## src/rtl/mmc_pkg.sv

```systemverilog
`default_nettype none
// ----------------------------------------------------------------------------
// mmc_pkg
// Shared types, codes and defaults for the max-min matrix composition block.
// ----------------------------------------------------------------------------
package mmc_pkg;

	localparam int MATRIX_SIZE_DEF  = 4;
	localparam int ELEMENT_BITS_DEF = 16;

	// width of the row and column fields on both channels
	localparam int IDX_BITS = 2;

	// operation codes on the command channel
	localparam logic [1:0] OP_LOAD_FIRST  = 2'd0;
	localparam logic [1:0] OP_LOAD_SECOND = 2'd1;
	localparam logic [1:0] OP_COMPUTE     = 2'd2;

	// command kinds held in the queue
	localparam logic [1:0] CMD_LOAD_A  = 2'd0;
	localparam logic [1:0] CMD_LOAD_B  = 2'd1;
	localparam logic [1:0] CMD_COMPUTE = 2'd2;

	typedef struct packed {
		logic [1:0]          kind;
		logic [IDX_BITS-1:0] row;
		logic [IDX_BITS-1:0] col;
	} cmd_t;

endpackage : mmc_pkg
`default_nettype wire

```

## src/rtl/mmc_front.sv

```systemverilog
`default_nettype none
// ----------------------------------------------------------------------------
// mmc_front
// Accepts command beats, drops ignored ones and queues the rest in a
// two-entry queue for the compute side.
// ----------------------------------------------------------------------------
module mmc_front
	import mmc_pkg::*;
#(
	parameter int MATRIX_SIZE  = MATRIX_SIZE_DEF,
	parameter int ELEMENT_BITS = ELEMENT_BITS_DEF
) (
	input  wire logic                    clk,
	input  wire logic                    arst_n,
	input  wire logic                    cmd_valid,
	output logic                         cmd_ready,
	input  wire logic [1:0]              operation,
	input  wire logic [IDX_BITS-1:0]     row,
	input  wire logic [IDX_BITS-1:0]     col,
	input  wire logic [ELEMENT_BITS-1:0] value,
	output logic                         q_valid,
	output cmd_t                         q_cmd,
	output logic [ELEMENT_BITS-1:0]      q_value,
	input  wire logic                    q_pop
);

	cmd_t                    cls_cmd;
	logic                    cls_keep;
	logic                    in_range;
	logic                    push;
	cmd_t                    ent_cmd_q   [2];
	logic [ELEMENT_BITS-1:0] ent_value_q [2];
	logic                    wr_ptr_q;
	logic                    rd_ptr_q;
	logic [1:0]              count_q;

	assign in_range = (int'(row) < MATRIX_SIZE) && (int'(col) < MATRIX_SIZE);

	always_comb begin
		cls_cmd.row  = row;
		cls_cmd.col  = col;
		cls_cmd.kind = CMD_COMPUTE;
		cls_keep     = 1'b0;
		unique case (operation)
			OP_LOAD_FIRST: begin
				cls_cmd.kind = CMD_LOAD_A;
				cls_keep     = in_range;
			end
			OP_LOAD_SECOND: begin
				cls_cmd.kind = CMD_LOAD_B;
				cls_keep     = in_range;
			end
			OP_COMPUTE: begin
				cls_cmd.kind = CMD_COMPUTE;
				cls_keep     = 1'b1;
			end
			default: begin
				cls_keep = 1'b0;
			end
		endcase
	end

	assign cmd_ready = (count_q != 2'd2);
	assign push      = cmd_valid && cmd_ready && cls_keep;

	always_ff @(posedge clk or negedge arst_n) begin
		if (!arst_n) begin
			wr_ptr_q <= 1'b0;
			rd_ptr_q <= 1'b0;
			count_q  <= 2'd0;
		end else begin
			if (push) begin
				wr_ptr_q <= ~wr_ptr_q;
			end
			if (q_pop) begin
				rd_ptr_q <= ~rd_ptr_q;
			end
			case ({push, q_pop})
				2'b10:   count_q <= count_q + 2'd1;
				2'b01:   count_q <= count_q - 2'd1;
				default: count_q <= count_q;
			endcase
		end
	end

	always_ff @(posedge clk) begin
		if (push) begin
			ent_cmd_q[wr_ptr_q]   <= cls_cmd;
			ent_value_q[wr_ptr_q] <= value;
		end
	end

	assign q_valid = (count_q != 2'd0);
	assign q_cmd   = ent_cmd_q[rd_ptr_q];
	assign q_value = ent_value_q[rd_ptr_q];

endmodule : mmc_front
`default_nettype wire

```

## src/rtl/mmc_back.sv

```systemverilog
`default_nettype none
// ----------------------------------------------------------------------------
// mmc_back
// Executes queued commands: writes matrix banks, and for a compute walks
// the product in row-major order through a read stage and a min/max stage.
// ----------------------------------------------------------------------------
module mmc_back
	import mmc_pkg::*;
#(
	parameter int MATRIX_SIZE  = MATRIX_SIZE_DEF,
	parameter int ELEMENT_BITS = ELEMENT_BITS_DEF
) (
	input  wire logic                    clk,
	input  wire logic                    arst_n,
	input  wire logic                    q_valid,
	input  wire cmd_t                    q_cmd,
	input  wire logic [ELEMENT_BITS-1:0] q_value,
	output logic                         q_pop,
	output logic                         res_valid,
	input  wire logic                    res_ready,
	output logic [IDX_BITS-1:0]          out_row,
	output logic [IDX_BITS-1:0]          out_col,
	output logic [ELEMENT_BITS-1:0]      result,
	output logic                         last
);

	localparam int AW = (MATRIX_SIZE > 1) ? $clog2(MATRIX_SIZE) : 1;
	localparam logic [AW-1:0] LAST_IDX = AW'(MATRIX_SIZE - 1);

	// bank k of a holds column k of the first matrix, indexed by row;
	// bank k of b holds row k of the second matrix, indexed by column
	logic [ELEMENT_BITS-1:0] mem_a [MATRIX_SIZE][MATRIX_SIZE];
	logic [ELEMENT_BITS-1:0] mem_b [MATRIX_SIZE][MATRIX_SIZE];

	logic                    busy_q;
	logic [AW-1:0]           r_q;
	logic [AW-1:0]           c_q;
	logic                    adv;
	logic                    issue;
	logic                    issue_last;
	logic                    we_a;
	logic                    we_b;

	logic                    valid_s1;
	logic [AW-1:0]           r_s1;
	logic [AW-1:0]           c_s1;
	logic                    last_s1;
	logic signed [ELEMENT_BITS-1:0] a_s1 [MATRIX_SIZE];
	logic signed [ELEMENT_BITS-1:0] b_s1 [MATRIX_SIZE];

	logic signed [ELEMENT_BITS-1:0] best;

	logic                    out_valid_q;
	logic [IDX_BITS-1:0]     out_row_q;
	logic [IDX_BITS-1:0]     out_col_q;
	logic [ELEMENT_BITS-1:0] result_q;
	logic                    last_q;

	assign adv        = !out_valid_q || res_ready;
	assign issue      = busy_q && adv;
	assign issue_last = (r_q == LAST_IDX) && (c_q == LAST_IDX);
	assign q_pop      = q_valid && !busy_q;
	assign we_a       = q_pop && (q_cmd.kind == CMD_LOAD_A);
	assign we_b       = q_pop && (q_cmd.kind == CMD_LOAD_B);

	// sequencer
	always_ff @(posedge clk or negedge arst_n) begin
		if (!arst_n) begin
			busy_q <= 1'b0;
			r_q    <= '0;
			c_q    <= '0;
		end else begin
			if (q_pop && (q_cmd.kind == CMD_COMPUTE)) begin
				busy_q <= 1'b1;
				r_q    <= '0;
				c_q    <= '0;
			end else if (issue) begin
				if (c_q == LAST_IDX) begin
					c_q <= '0;
					r_q <= r_q + AW'(1);
				end else begin
					c_q <= c_q + AW'(1);
				end
				if (issue_last) begin
					busy_q <= 1'b0;
				end
			end
		end
	end

	// bank writes and registered reads
	always_ff @(posedge clk) begin
		for (int k = 0; k < MATRIX_SIZE; k++) begin
			if (we_a && (int'(q_cmd.col) == k)) begin
				mem_a[k][AW'(q_cmd.row)] <= q_value;
			end
			if (we_b && (int'(q_cmd.row) == k)) begin
				mem_b[k][AW'(q_cmd.col)] <= q_value;
			end
			if (adv) begin
				a_s1[k] <= mem_a[k][r_q];
				b_s1[k] <= mem_b[k][c_q];
			end
		end
		if (adv) begin
			r_s1    <= r_q;
			c_s1    <= c_q;
			last_s1 <= issue_last;
		end
	end

	always_ff @(posedge clk or negedge arst_n) begin
		if (!arst_n) begin
			valid_s1 <= 1'b0;
		end else if (adv) begin
			valid_s1 <= issue;
		end
	end

	// max over k of min(a, b)
	always_comb begin
		logic signed [ELEMENT_BITS-1:0] m;
		best = (a_s1[0] < b_s1[0]) ? a_s1[0] : b_s1[0];
		for (int k = 1; k < MATRIX_SIZE; k++) begin
			m = (a_s1[k] < b_s1[k]) ? a_s1[k] : b_s1[k];
			if (m > best) begin
				best = m;
			end
		end
	end

	// output register
	always_ff @(posedge clk or negedge arst_n) begin
		if (!arst_n) begin
			out_valid_q <= 1'b0;
		end else if (adv) begin
			out_valid_q <= valid_s1;
		end
	end

	always_ff @(posedge clk) begin
		if (adv && valid_s1) begin
			out_row_q <= IDX_BITS'(r_s1);
			out_col_q <= IDX_BITS'(c_s1);
			result_q  <= best;
			last_q    <= last_s1;
		end
	end

	assign res_valid = out_valid_q;
	assign out_row   = out_row_q;
	assign out_col   = out_col_q;
	assign result    = result_q;
	assign last      = last_q;

endmodule : mmc_back
`default_nettype wire

```

## src/rtl/max_min_matrix_composition.sv

```systemverilog
`default_nettype none
// ----------------------------------------------------------------------------
// max_min_matrix_composition
// Max-min product of two square matrices loaded element by element.
// ----------------------------------------------------------------------------
// Load beats write one element of either matrix; loads with an
// out-of-range index and unused operation codes are dropped at the
// input. A compute beat streams all MATRIX_SIZE*MATRIX_SIZE product
// elements in row-major order, one per cycle while res_ready is high,
// with last marked on the final one. Each element is read from
// MATRIX_SIZE column banks and MATRIX_SIZE row banks in parallel and
// reduced by a chain of min/max comparisons. A two-entry command queue
// lets the input side queue up to two beats while a product streams
// out. Entries must be written before a compute reads them.
module max_min_matrix_composition
	import mmc_pkg::*;
#(
	parameter int MATRIX_SIZE  = MATRIX_SIZE_DEF,
	parameter int ELEMENT_BITS = ELEMENT_BITS_DEF
) (
	input  wire logic                    clk,
	input  wire logic                    arst_n,
	input  wire logic                    cmd_valid,
	output logic                         cmd_ready,
	input  wire logic [1:0]              operation,
	input  wire logic [IDX_BITS-1:0]     row,
	input  wire logic [IDX_BITS-1:0]     col,
	input  wire logic [ELEMENT_BITS-1:0] value,
	output logic                         res_valid,
	input  wire logic                    res_ready,
	output logic [IDX_BITS-1:0]          out_row,
	output logic [IDX_BITS-1:0]          out_col,
	output logic [ELEMENT_BITS-1:0]      result,
	output logic                         last
);

	logic                    q_valid;
	cmd_t                    q_cmd;
	logic [ELEMENT_BITS-1:0] q_value;
	logic                    q_pop;

	mmc_front #(
		.MATRIX_SIZE  (MATRIX_SIZE),
		.ELEMENT_BITS (ELEMENT_BITS)
	) u_front (
		.clk       (clk),
		.arst_n    (arst_n),
		.cmd_valid (cmd_valid),
		.cmd_ready (cmd_ready),
		.operation (operation),
		.row       (row),
		.col       (col),
		.value     (value),
		.q_valid   (q_valid),
		.q_cmd     (q_cmd),
		.q_value   (q_value),
		.q_pop     (q_pop)
	);

	mmc_back #(
		.MATRIX_SIZE  (MATRIX_SIZE),
		.ELEMENT_BITS (ELEMENT_BITS)
	) u_back (
		.clk       (clk),
		.arst_n    (arst_n),
		.q_valid   (q_valid),
		.q_cmd     (q_cmd),
		.q_value   (q_value),
		.q_pop     (q_pop),
		.res_valid (res_valid),
		.res_ready (res_ready),
		.out_row   (out_row),
		.out_col   (out_col),
		.result    (result),
		.last      (last)
	);

endmodule : max_min_matrix_composition
`default_nettype wire

```

## config.mk

```make
export PLATFORM = sky130hd
export DESIGN_NAME = max_min_matrix_composition
export DESIGN_NICKNAME = d
export VERILOG_FILES = /design/src/rtl/mmc_pkg.sv /design/src/rtl/mmc_front.sv /design/src/rtl/mmc_back.sv /design/src/rtl/max_min_matrix_composition.sv
export SDC_FILE = /design/constraint.sdc
export NUM_CORES = 1
export LEC_CHECK = 0
export BUFFER_PORTS_ARGS = -buffer_cell sky130_fd_sc_hd__buf_2
export CORE_MARGIN = 8
export CORE_UTILIZATION = 63
export CTS_CLUSTER_SIZE = 16
export DETAILED_ROUTE_END_ITERATION = 10
export PLACE_DENSITY = 0.8
export RECOVER_POWER = 100
export SYNTH_ARGS = -nofsm -noshare
export SYNTH_HDL_FRONTEND = slang
export SYNTH_HIERARCHICAL = 1
export SYNTH_SLANG_ARGS = --single-unit
```

## constraint.sdc

```tcl
create_clock -name clk -period 10.2 [get_ports clk]
set_clock_uncertainty 0.2 [all_clocks]
set_input_delay 2.04 -clock clk [delete_from_list [all_inputs] [get_ports clk]]
set_output_delay 2.04 -clock clk [all_outputs]
set_load 0.02 [all_outputs]
```

======== Yosys cells after proc, flatten, opt, wreduce, memory -nomap -nowiden ========
Memories as Yosys holds them, arrays and structs flattened.
Index checks and enable logic that the tools add are counted.
operators by class
  equality and inequality tests ........... 15
  add/subtract/negate cells ............... 4
  bitwise operators ....................... 6
  order comparisons ....................... 13
  reduce and logical (&&, ||, !) cells .... 40
  multiplexer cells ....................... 85
operator list
  kind                                                         number
  two-way mux 64 bit                                           20
  two-way mux 16 bit                                           25
  OR reduction 64 bit                                          6
  binary-select mux 16 bit (select 2 bit)                      8
  demux 16 bit (select 2 bit)                                  2
  less-than comparator 16 bit                                  4
  > comparator 16 bit                                          3
  two-way mux 2 bit                                            12
  logical AND 1 bit                                            19
  == test 2 bit (second input constant)                        9
  two-way mux 1 bit                                            16
  greater-or-equal comparator 3 bit (second input constant)    4
  inverter 2 -> 3 bit                                          4
  == test 2 x 1 -> 1 bit (second input constant)               5
  nonzero test 2 bit                                           5
  logical NOT 2 bit                                            4
  one-hot mux 2 bit (2 select lines)                           2
  adder 2 x 1 -> 2 bit (second input constant)                 3
  less-than comparator 3 x 1 -> 1 bit (second input constant)  2
  AND reduction 2 bit                                          2
  OR reduction 3 bit                                           1
  logical NOT 1 bit                                            2
  != test 2 bit (second input constant)                        1
  inverter 1 bit                                               2
  other kinds (2)                                              2
storage, ports and cells
  register bits after elaboration ......... 37
  memory bits (writable) .................. 684
  input port bits ......................... 26
  output and inout port bits .............. 23
  logic and storage cells ................. 184
  memories ................................ 6
memory list
  memory               depth  bits a word  read ports  clocked after Yosys merged registers in  wr ports  RTL line         RTL
  u_back.mem_a         4      64           4           0                                        1         mmc_back.sv:32   logic [ELEMENT_BITS-1:0] mem_a [MATRIX_SIZE][MATRIX_SIZE];
  u_back.mem_b         4      64           4           0                                        1         mmc_back.sv:33   logic [ELEMENT_BITS-1:0] mem_b [MATRIX_SIZE][MATRIX_SIZE];
  u_back.a_s1          4      16           4           0                                        4         mmc_back.sv:48   logic signed [ELEMENT_BITS-1:0] a_s1 [MATRIX_SIZE];
  u_back.b_s1          4      16           4           0                                        4         mmc_back.sv:49   logic signed [ELEMENT_BITS-1:0] b_s1 [MATRIX_SIZE];
  u_front.ent_value_q  2      16           1           0                                        1         mmc_front.sv:32  logic [ELEMENT_BITS-1:0] ent_value_q [2];
  u_front.ent_cmd_q    2      6            1           0                                        1         mmc_front.sv:31  cmd_t ent_cmd_q [2];

======== Depth between registers and ports, before layout ========
Gate-level depths: netlist of the first run.
An unclocked memory read counts as a cell.
  depth in word-level cells ............... 11
  gate-level depth with buffers ........... 39
  depth with buffers taken out ............ 35

======== Cells and area by module ========
The synthesis of the first run kept the hierarchy.
by module, submodules not included
  module     instances  area each (um^2)  cells each
  mmc_back   1          27822.9           1442
  mmc_front  1          1814.2            88

======== Least setup slack after synthesis of the first run ========
No wires, ideal clock.
  path kind ............................... flip-flop to flip-flop
  from .................................... memory u_back/a_s1[1][15] (netlist bit)
  to ...................................... register u_back.result_q[11], in the netlist u_back/result[11] (data pin)
  clock period less this slack ............ 8425 ps
  setup slack ............................. 1775 ps
  arrival ................................. 7969 ps
  buffers on the path ..................... 5
  stages on the path, launching flop included .. 37
  required time ........................... 9744 ps
  cells stage by stage .................... edfxtp_1 -> ha_1 -> nand4_2 -> nand3b_1 -> o31ai_1 -> o21bai_4 -> mux2i_4 -> buf_6 -> mux2i_1 -> inv_1 -> ha_1 -> and4_1 -> nand4_1 -> a21oi_1 -> nor4b_1 -> nor3b_1 -> buf_2 -> buf_1 -> mux2i_1 -> ha_1 -> nand4_1 -> or4_1 -> o21ai_0 -> mux2i_1 -> nor4b_1 -> buf_2 -> o2bb2ai_1 -> a21oi_1 -> ha_1 -> a21o_1 -> a21o_1 -> a211oi_1 -> o21ai_0 -> o211ai_1 -> clkbuf_1 -> nand2_1 -> o211a_1
RTL lines
  element                 RTL line         RTL
  start: declaration      mmc_back.sv:48
  end signal: assignment  mmc_back.sv:145  result_q <= best;
  end: declaration        mmc_back.sv:56   logic [ELEMENT_BITS-1:0] result_q;

==> results of run 1 <==
repair_timing:
item | in CTS | in global routing
buffers inserted | 0 | 1
gates resized for setup | 0 | 1
endpoints found under the setup margin | 0 | 16
hold buffers | 0 | 0
sequential cells by signal, summed over array words and instances, names as in the netlist:
register	count
u_back/busy_q	1
u_front/rd_ptr_q	1
u_back/b_s1	64
u_front/ent_value_q	32
u_back/mem_a	256
u_back/mem_b	256
u_back/out_col	2
u_back/result	16
u_back/c_q	2
u_back/last_s1	1
u_front/count_q	2
u_back/out_row	2
u_front/ent_cmd_q	12
u_back/r_s1	2
u_back/res_valid	1
u_back/a_s1	64
u_back/valid_s1	1
u_back/last	1
u_back/r_q	2
u_front/wr_ptr_q	1
u_back/c_s1	2
metrics by stage:
step	worst slack, ns	area [sq um]	hold WS, ns
after floorplan	1.775	29640	0.2003
after global placement	0.6999	30750	0.2100
after detailed placement	0.5068	30750	0.2112
after CTS	0.4866	33120	0.2364
after global routing	0.1386	32870	0.2395
final	0.7163	32880	0.2333
layout by cell type, fill, tap and decap left out, drive strengths merged, types with 4 or more instances in the layout:
cell / synthesis / final
a21oi: 38 / 38
a221o: 10 / 10
inv: 94 / 98
ha: 111 / 111
a32oi: 4 / 4
xor2: 4 / 4
mux2: 63 / 63
o21ai: 18 / 18
or2: 5 / 5
nand2b: 17 / 17
and4: 5 / 5
clkinvlp: 0 / 5
nor2b: 13 / 13
clkinv: 0 / 24
and2: 4 / 4
buf: 25 / 20
bufinv: 0 / 9
o2bb2ai: 9 / 9
nor2: 47 / 47
mux4: 128 / 128
a21o: 10 / 10
dfrtp: 11 / 11
o211ai: 4 / 4
edfxtp: 710 / 710
nand3: 10 / 10
mux2i: 46 / 46
nand4: 14 / 14
clkbuf: 26 / 144
nand2: 33 / 33
a211oi: 10 / 10
nor3: 14 / 14
cells by family after synthesis:
logic type	Yosys count	share of synthesized area (%)
AOI/OAI and AO/OA	130	3.175
xor gates and xnor gates	7	0.2702
adders and majority gates	111	4.686
buffers and inverters	145	1.950
DFF	721	72.87
muxes	237	13.82
and+or+nand+nor	179	3.234
worst paths after layout:
path                                endpoint  slack, ns  depth (start not counted)
max in group asynchronous      u_back/r_q[1]       8.14                          1
min in group asynchronous   u_back/res_valid       1.21                          1
setup / recovery            u_back/result[4]       0.72                         36
hold reg to reg            u_back/out_row[1]       0.23                          0
setup reg to reg            u_back/result[4]       0.72                         36
hold / removal             u_back/out_row[1]       0.23                          0
critical path: cells and delay by family, from the launching register on:
kind | cells | cell delay, ns
buf+inv | 5 | 0.89
mux | 3 | 0.86
xor+xnor | 1 | 0.65
fa+ha+maj | 4 | 1.37
flops | 1 | 0.36
simple gates | 8 | 2.59
compound gates | 15 | 2.26
layer usage:
layer,vias to the layer above,routed length [microns],track usage [%]
met5,-,13,0
met4,2,1675,7.625
met3,126,5948,4.323
met2,818,31840,39.87
met1,7697,27470,35.94
li1,6370,-,-
cell type report:
type	instances	area, sq um
antenna	1	2.502
inverter	94	352.8
tap	607	759.5
multi-input combinational	664	7451
sequential	721	21600
clock inverter	42	456.7
clock buffer	86	1917
timing repair buffer	78	340.3
fill	2791	13580
==> flow_metrics.env, run 1 <==
export IMPL_worst_pin_slew_ns=5.004
export IMPL_final_cells=2293
export IMPL_setup_viol=0
export IMPL_max_freq_ghz=0.1054
export IMPL_period_needed_ns=9.484
export IMPL_hp_start="u_back/r_s1[1]"
export IMPL_yosys_top_cells_count="edfxtp_1 (710), mux4_2 (128), ha_1 (111)"
export IMPL_rsz0062_at_grt="false"
export IMPL_drv_cap=28
export IMPL_rows=79
export IMPL_ant_nets=0
export IMPL_violations="max-capacitance violations, max-slew violations"
export IMPL_clockBufferDepth=3
export IMPL_dieArea_sq_um=54240
export IMPL_synth_enable_flop_cells=710
export IMPL_fp_dieH_microns=232.9
export IMPL_hold_viol_final=0
export IMPL_drv_slew=728
export IMPL_portBuffers=48
export IMPL_path_common_cell="ha_1"
export IMPL_cts_max_level=3
export IMPL_critPathLaunchType="flop"
export IMPL_clk_pin_slew_ns=0.06
export IMPL_core_area_sq_um=46460
export IMPL_ys_flop_type="edfxtp_1"
export IMPL_synth_seq_cells=721
export IMPL_cp_end_kind="flop"
export IMPL_syn_area_sq_um=29640
export IMPL_first_global_vias=15428
export IMPL_syn_inst=1530
export IMPL_crit_arrival_ns=9.60
export IMPL_ys_async_sr_fraction_pct=1.526
export IMPL_layout_drive_gt1_share_pct=18.93
export IMPL_cp_required_ns=10.32
export IMPL_grt_ovfl_total=0
export IMPL_dr_first_iter_drc_count=1654
export IMPL_die_w_microns=232.9
export IMPL_final_nets=1768
export IMPL_status="finished, violations left"
export IMPL_cpPeakStageDelay_ns=0.65
export IMPL_r2r_start="u_back/b_s1[0][15]"
export IMPL_cts_sinks=721
export IMPL_syn_nets=1667
export IMPL_drc=0
export IMPL_vias_per_cell=6.547
export IMPL_synth_most_common_cell="edfxtp_1"
export IMPL_synth_top_area_share_pct=71.94
export IMPL_grt_max_degree=75
export IMPL_syn2layout_area_growth_pct=10.93
export IMPL_gp_congestion=0.8838
export IMPL_yosys_warnings=6
export IMPL_synth_cell_types=69
export IMPL_drt_wl_total_mm=66.95
export IMPL_synth_area_leaders="edfxtp_1 (72%), mux4_2 (9.7%), ha_1 (4.7%), mux2_2 (2.3%), mux2i_1 (1.4%)"
export IMPL_vias=15013
export IMPL_critPathMaxFanout=35
export IMPL_firstDrtPassIters=5
export IMPL_fin_tns_setup_ns=0
export IMPL_synth_area_per_cell_sq_um=19.37
export IMPL_crit_type="reg -> reg"
export IMPL_cts_root_buffer="clkbuf_16"
export IMPL_wl_per_cell_microns=29.20
export IMPL_antenna_found_initial=2
export IMPL_ys_seq_area_share_pct=72.87
export IMPL_io_pins=49
export IMPL_hpwl_mm=40.54
export IMPL_cts_tree="built"
export IMPL_grt_total_usage_pct=25.13
export IMPL_hold_path_class="reg -> reg"
export IMPL_numCtsBuffers=72
export IMPL_final_util_pct=70.77
export IMPL_clkLatencyLatePin_ns=0.62
export IMPL_cp_slowest_cell="xor2_4"
export IMPL_start_util_pct=63.79
export IMPL_min_period_over_period_pct=92.98
export IMPL_synth_top_area_cell="edfxtp_1"
export IMPL_relSlewSlack_pct=-233.6
export IMPL_grt_pass1_wl_mm=98.84
export IMPL_startpoint="u_back/b_s1[0][15]"
export IMPL_placed_cells=2163
Power of run 1 is not shown: default switching activity piles up to over one toggle a cycle in this logic, so the estimate is an artifact.
==> run 2: changes to the inputs <==
--- a/config.mk
+++ b/config.mk
@@ -6,11 +6,13 @@
 export NUM_CORES = 1
 export LEC_CHECK = 0
 export BUFFER_PORTS_ARGS = -buffer_cell sky130_fd_sc_hd__buf_2
+export CELL_PAD_IN_SITES_DETAIL_PLACEMENT = 0
+export CELL_PAD_IN_SITES_GLOBAL_PLACEMENT = 1
 export CORE_MARGIN = 8
-export CORE_UTILIZATION = 63
+export CORE_UTILIZATION = 55
 export CTS_CLUSTER_SIZE = 16
 export DETAILED_ROUTE_END_ITERATION = 10
-export PLACE_DENSITY = 0.8
+export PLACE_DENSITY_LB_ADDON = 0.1
 export RECOVER_POWER = 100
 export SYNTH_ARGS = -nofsm -noshare
 export SYNTH_HDL_FRONTEND = slang
==> run 2 against run 1 <==
- the run still ends with max-capacitance violations, max-slew violations left
- sequential cell count unchanged
- core utilization down 8.9 points
- first-iteration DRC count down 21%
- global-route usage down 3.1 points
- register-to-register slack worse by 0.14 ns
- final cell count up 4.9%
- via count down 3.4%
- clock-buffer cell count up 7
- critical path type unchanged
==> flow_metrics.env, run 2 (synthesis gave the netlist of run 1 again) <==
export IMPL_fp_dieH_microns=248.1
export IMPL_crit_type="reg -> reg"
export IMPL_postCtsSetupBuffers=0
export IMPL_placed_cells=2262
export IMPL_antenna_found_initial=3
export IMPL_crit_arrival_ns=9.72
export IMPL_critPathMaxFanout=35
export IMPL_cts_sinks=721
export IMPL_rsz0062_at_grt="false"
export IMPL_holdPathStages=0
export IMPL_critPathLaunchType="flop"
export IMPL_hpwl_mm=41.49
export IMPL_path_depth=35
export IMPL_cpPeakStageDelay_ns=0.64
export IMPL_hp_start="u_back/c_s1[0]"
export IMPL_rows=85
export IMPL_path_common_cell="ha_1"
export IMPL_grt_total_usage_pct=21.99
export IMPL_max_freq_ghz=0.1039
export IMPL_io_pins=49
export IMPL_drv_cap=18
export IMPL_drv_slew=555
export IMPL_cts_root_buffer="clkbuf_16"
export IMPL_worst_pin_slew_ns=3.981
export IMPL_grt_max_degree=64
export IMPL_nFillCells=3834
export IMPL_vias=14506
export IMPL_hold_slack_ns=0.2164
export IMPL_clockBufferDepth=3
export IMPL_dr_first_iter_drc_count=1304
export IMPL_period_needed_ns=9.624
export IMPL_r2r_end="u_back/result[8]"
export IMPL_die_w_microns=248.1
export IMPL_violations="max-capacitance violations, max-slew violations"
export IMPL_multi_input_area_sq_um=7460
export IMPL_wl_per_cell_microns=27.39
export IMPL_hold_viol_final=0
export IMPL_setup_viol=0
export IMPL_cp_slowest_cell="xor2_4"
export IMPL_critPathTopFamily="simple AND/OR/NAND/NOR gates"
export IMPL_holdPathEnd="u_back/out_col[0]"
export IMPL_final_cells=2406
export IMPL_clkLatencyLatePin_ns=0.61
export IMPL_cp_required_ns=10.30
export IMPL_min_period_over_period_pct=94.35
export IMPL_ff2ff_setup_slack_ns=0.58
export IMPL_final_common_cell="edfxtp_1"
export IMPL_worstRegToRegCells=35
export IMPL_ant_nets=0
export IMPL_layout_drive_gt1_share_pct=18.92
export IMPL_clk_pin_slew_ns=0.06
export IMPL_final_seq_area_sq_um=21600
export IMPL_portBuffers=48
export IMPL_grt_pass1_wl_mm=97.21
export IMPL_relSlewSlack_pct=-165.4
export IMPL_numCtsBuffers=76
export IMPL_hold_path_class="reg -> reg"
export IMPL_syn2layout_area_growth_pct=11.93
export IMPL_final_nets=1783
export IMPL_firstDrtPassIters=5
export IMPL_ctsResizeCount=0
export IMPL_largest_registers="u_back/mem_a: 256 flops, u_back/mem_b: 256 flops"
export IMPL_hold_buffers=0
export IMPL_status="finished, violations left"
export IMPL_cts_max_level=3
export IMPL_first_global_vias=14814
export IMPL_cts_tree="built"
export IMPL_critPathBufInv=4
export IMPL_fin_tns_setup_ns=0
export IMPL_r2r_start="u_back/a_s1[0][15]"
export IMPL_dieArea_sq_um=61570
export IMPL_drt_wl_total_mm=65.89
export IMPL_core_area_sq_um=53600
export IMPL_final_cell_mix="edfxtp_1 (710), mux4_2 (128), ha_1 (111)"
export IMPL_vias_per_cell=6.029
export IMPL_start_util_pct=55.29
export IMPL_gp_congestion=0.8733
export IMPL_grt_ovfl_total=0
export IMPL_final_util_pct=61.89
export IMPL_drc=0
export IMPL_cp_end_kind="flop"
==> run 2: worst register-to-register path: cells and delay by family (launching register included) <==
kind                       cells  cell delay (ns)
DFF                            1             0.44
muxes                          3             0.91
adders and majority gates      4             1.41
AOI/OAI and AO/OA             15             2.35
xor gates and xnor gates       1             0.64
buffers and inverters          4             0.90
and+or+nand+nor                8             2.48
==> run 2: metal layers <==
metal	track usage (%)	wire length, microns	vias up
li1	-	-	6418
met1	32.80	29810	7542
met2	33.78	30350	457
met3	3.506	4383	89
met4	6.094	1346	0
met5	0	0	-
==> run 2: worst max-delay path by stage <==
| stage | start | endpoint | slack [ns] |
|---|---|---|---|
| CTS | u_back/a_s1[0][15] | u_back/result[2] | 0.61 |
| finish | u_back/a_s1[0][15] | u_back/result[8] | 0.58 |
| detailed placement | u_back/a_s1[0][15] | u_back/result[0] | 0.69 |
| floorplan | u_back/a_s1[1][15] | u_back/result[11] | 1.78 |
| global placement | u_back/a_s1[0][15] | u_back/result[0] | 0.69 |
| global route | u_back/a_s1[0][15] | u_back/result[0] | 0.03 |
==> run 2: final cells by class <==
type / count / area share, %
multi-input cells: 664 / 22.49
diodes: 3 / 0.02263
repair buffers: 89 / 1.181
inverters: 94 / 1.064
clock buffers: 93 / 6.054
flip-flops and latches: 721 / 65.10
clock inverters: 46 / 1.467
well taps: 696 / 2.625
==> run 2: through the flow <==
step	worst slack, ns	area, sq um
2_1_floorplan	1.775	29640
3_3_place_gp	0.6893	30910
3_5_place_dp	0.6876	30910
4_1_cts	0.6082	33400
5_1_grt	0.02583	33170
6_report	0.5763	33170
Power of run 2 is left out for the same reason.
==> run 3: changes to the inputs <==
--- a/config.mk
+++ b/config.mk
@@ -14,6 +14,7 @@
 export DETAILED_ROUTE_END_ITERATION = 10
 export PLACE_DENSITY_LB_ADDON = 0.1
 export RECOVER_POWER = 100
+export SLEW_MARGIN = 20
 export SYNTH_ARGS = -nofsm -noshare
 export SYNTH_HDL_FRONTEND = slang
 export SYNTH_HIERARCHICAL = 1
==> constraint.sdc (replaced) <==
create_clock -name clk -period 10.2 [get_ports clk]
set_clock_uncertainty 0.2 [all_clocks]
set_input_delay 2.04 -clock clk [delete_from_list [all_inputs] [get_ports clk]]
set_output_delay 2.04 -clock clk [all_outputs]
set_load 0.005 [all_outputs]
==> run 3 against run 2 <==
- the run still ends with max-capacitance violations, max-slew violations left
- sequential share of layout area about the same
- setup slack worse by 0.026 ns
- maximum frequency down 0.27%
- clock-buffer cell count unchanged
- largest cell class unchanged
- via count up 0.28%
- register-to-register slack worse by 0.03 ns
- final cell count about the same
- non-clock buffer count unchanged
- routed wire length up 0.24%
- first-iteration DRC count down 1.4%
- critical path depth unchanged
- final area about the same
==> flow_metrics.env, run 3 (synthesis gave the netlist of run 1 again) <==
export IMPL_numCtsBuffers=76
export IMPL_cts_root_buffer="clkbuf_16"
export IMPL_clkLatencyLatePin_ns=0.61
export IMPL_drv_cap=18
export IMPL_ff2ff_setup_slack_ns=0.55
export IMPL_clk_pin_slew_ns=0.06
export IMPL_hpwl_mm=41.49
export IMPL_grt_total_usage_pct=21.99
export IMPL_fin_tns_setup_ns=0
export IMPL_nFillCells=3829
export IMPL_rsz0062_at_grt="false"
export IMPL_rows=85
export IMPL_cpPeakStageDelay_ns=0.64
export IMPL_hold_buffers=0
export IMPL_cts_tree="built"
export IMPL_dr_first_iter_drc_count=1286
export IMPL_syn2layout_area_growth_pct=11.92
export IMPL_vias_per_cell=6.049
export IMPL_die_w_microns=248.1
export IMPL_core_area_sq_um=53600
export IMPL_portBuffers=48
export IMPL_grt_max_degree=64
export IMPL_final_nets=1783
export IMPL_status="finished, violations left"
export IMPL_fin_ws_ns=0.5505
export IMPL_final_cell_mix="edfxtp_1 (710), mux4_2 (128), ha_1 (111)"
export IMPL_io_pins=49
export IMPL_drc=0
export IMPL_max_freq_ghz=0.1036
export IMPL_drv_slew=553
export IMPL_fp_dieH_microns=248.1
export IMPL_largest_registers="u_back/mem_a: 256 flops, u_back/mem_b: 256 flops"
export IMPL_cp_required_ns=10.30
export IMPL_worstRegToRegCells=35
export IMPL_cp_end_kind="flop"
export IMPL_ctsResizeCount=0
export IMPL_antenna_found_initial=3
export IMPL_hold_path_class="reg -> reg"
export IMPL_path_common_cell="ha_1"
export IMPL_cts_sinks=721
export IMPL_r2r_start="u_back/a_s1[0][15]"
export IMPL_endpoint="u_back/result[8]"
export IMPL_layout_drive_gt1_share_pct=19.21
export IMPL_relSlewSlack_pct=-168.8
export IMPL_postCtsSetupBuffers=0
export IMPL_gp_congestion=0.8733
export IMPL_dieArea_sq_um=61570
export IMPL_violations="max-capacitance violations, max-slew violations"
export IMPL_crit_arrival_ns=9.75
export IMPL_period_needed_ns=9.650
export IMPL_clockBufferDepth=3
export IMPL_critPathMaxFanout=35
export IMPL_grt_ovfl_total=0
export IMPL_setup_viol=0
export IMPL_min_period_over_period_pct=94.60
export IMPL_drt_wl_total_mm=66.05
export IMPL_r2r_end="u_back/result[8]"
export IMPL_cp_slowest_cell="xor2_4"
export IMPL_grt_pass1_wl_mm=97.21
export IMPL_wl_per_cell_microns=27.46
export IMPL_cts_max_level=3
export IMPL_vias=14547
export IMPL_crit_type="reg -> reg"
export IMPL_ant_nets=0
export IMPL_critPathLaunchType="flop"
export IMPL_startpoint="u_back/a_s1[0][15]"
export IMPL_firstDrtPassIters=5
export IMPL_hold_viol_final=0
export IMPL_placed_cells=2262
export IMPL_final_common_cell="edfxtp_1"
export IMPL_pre_cts_slack_ns=0.6876
export IMPL_first_global_vias=14814
export IMPL_worst_pin_slew_ns=4.033
export IMPL_start_util_pct=55.29
export IMPL_final_cells=2405
==> run 3: changes by cell type in the layout (fill, tap and decap cells not counted) <==
cell / before / now
diode_2: 3 / 2
clkbuf_1: 84 / 78
buf_2: 12 / 18
nand2b_4: 1 / 0
nand2b_1: 16 / 17
==> run 3: how the worst min path moves through the flow <==
| stage | slack, ns | depth (start not counted) | start | end |
|---|---|---|---|---|
| floorplan | 0.20 | 0 | u_back/last_s1 | u_back/last |
| CTS | 0.22 | 0 | u_back/c_s1[0] | u_back/out_col[0] |
| finish | 0.22 | 0 | u_back/c_s1[0] | u_back/out_col[0] |
| global placement | 0.21 | 0 | u_back/c_s1[0] | u_back/out_col[0] |
| global route | 0.24 | 0 | u_back/r_s1[0] | u_back/out_row[0] |
| detailed placement | 0.21 | 0 | u_back/r_s1[0] | u_back/out_row[0] |
==> run 3: final cells by class <==
type,count,area (sq um),area share (%)
tap,696,870.8,2.625
sequential,721,21600,65.10
clock buffer,93,2008,6.054
timing repair buffer,89,399.1,1.203
clock inverter,46,486.7,1.467
inverter,94,352.8,1.064
multi-input combinational,664,7452,22.47
antenna,2,5.005,0.01509
==> run 3: critical path: cells and delay by family (launching register included) <==
| family | cells | cell delay, ns |
|---|---|---|
| XOR/XNOR | 1 | 0.64 |
| flip-flops | 1 | 0.44 |
| AO/OA/AOI/OAI | 15 | 2.36 |
| buffers and inverters | 4 | 0.89 |
| AND/OR/NAND/NOR | 8 | 2.50 |
| adder cells (fa/ha/maj) | 4 | 1.41 |
| multiplexers | 3 | 0.90 |
==> run 3: metal layers <==
layer  vias to the layer above  part of all wire (%)  wire length [microns]  track usage [%]
li1                       6417                     -                      -                -
met3                        88                   6.5                   4321            3.506
met4                         0                   2.0                   1350            6.094
met2                       457                    46                  30520            33.78
met5                         -                     0                      0                0
met1                      7585                    45                  29860            32.80
==> run 3: per-stage QoR <==
stage / hold WS [ns] / util (%) / cell area [sq um]
floorplan: 0.2003 / - / 29640
global placement: 0.2066 / 57.66 / 30910
detailed placement: 0.2051 / 57.66 / 30910
CTS: 0.2174 / 62.32 / 33400
global route: 0.2381 / 61.87 / 33170
finish: 0.2162 / 61.88 / 33170
Power of run 3 is left out for the same reason.
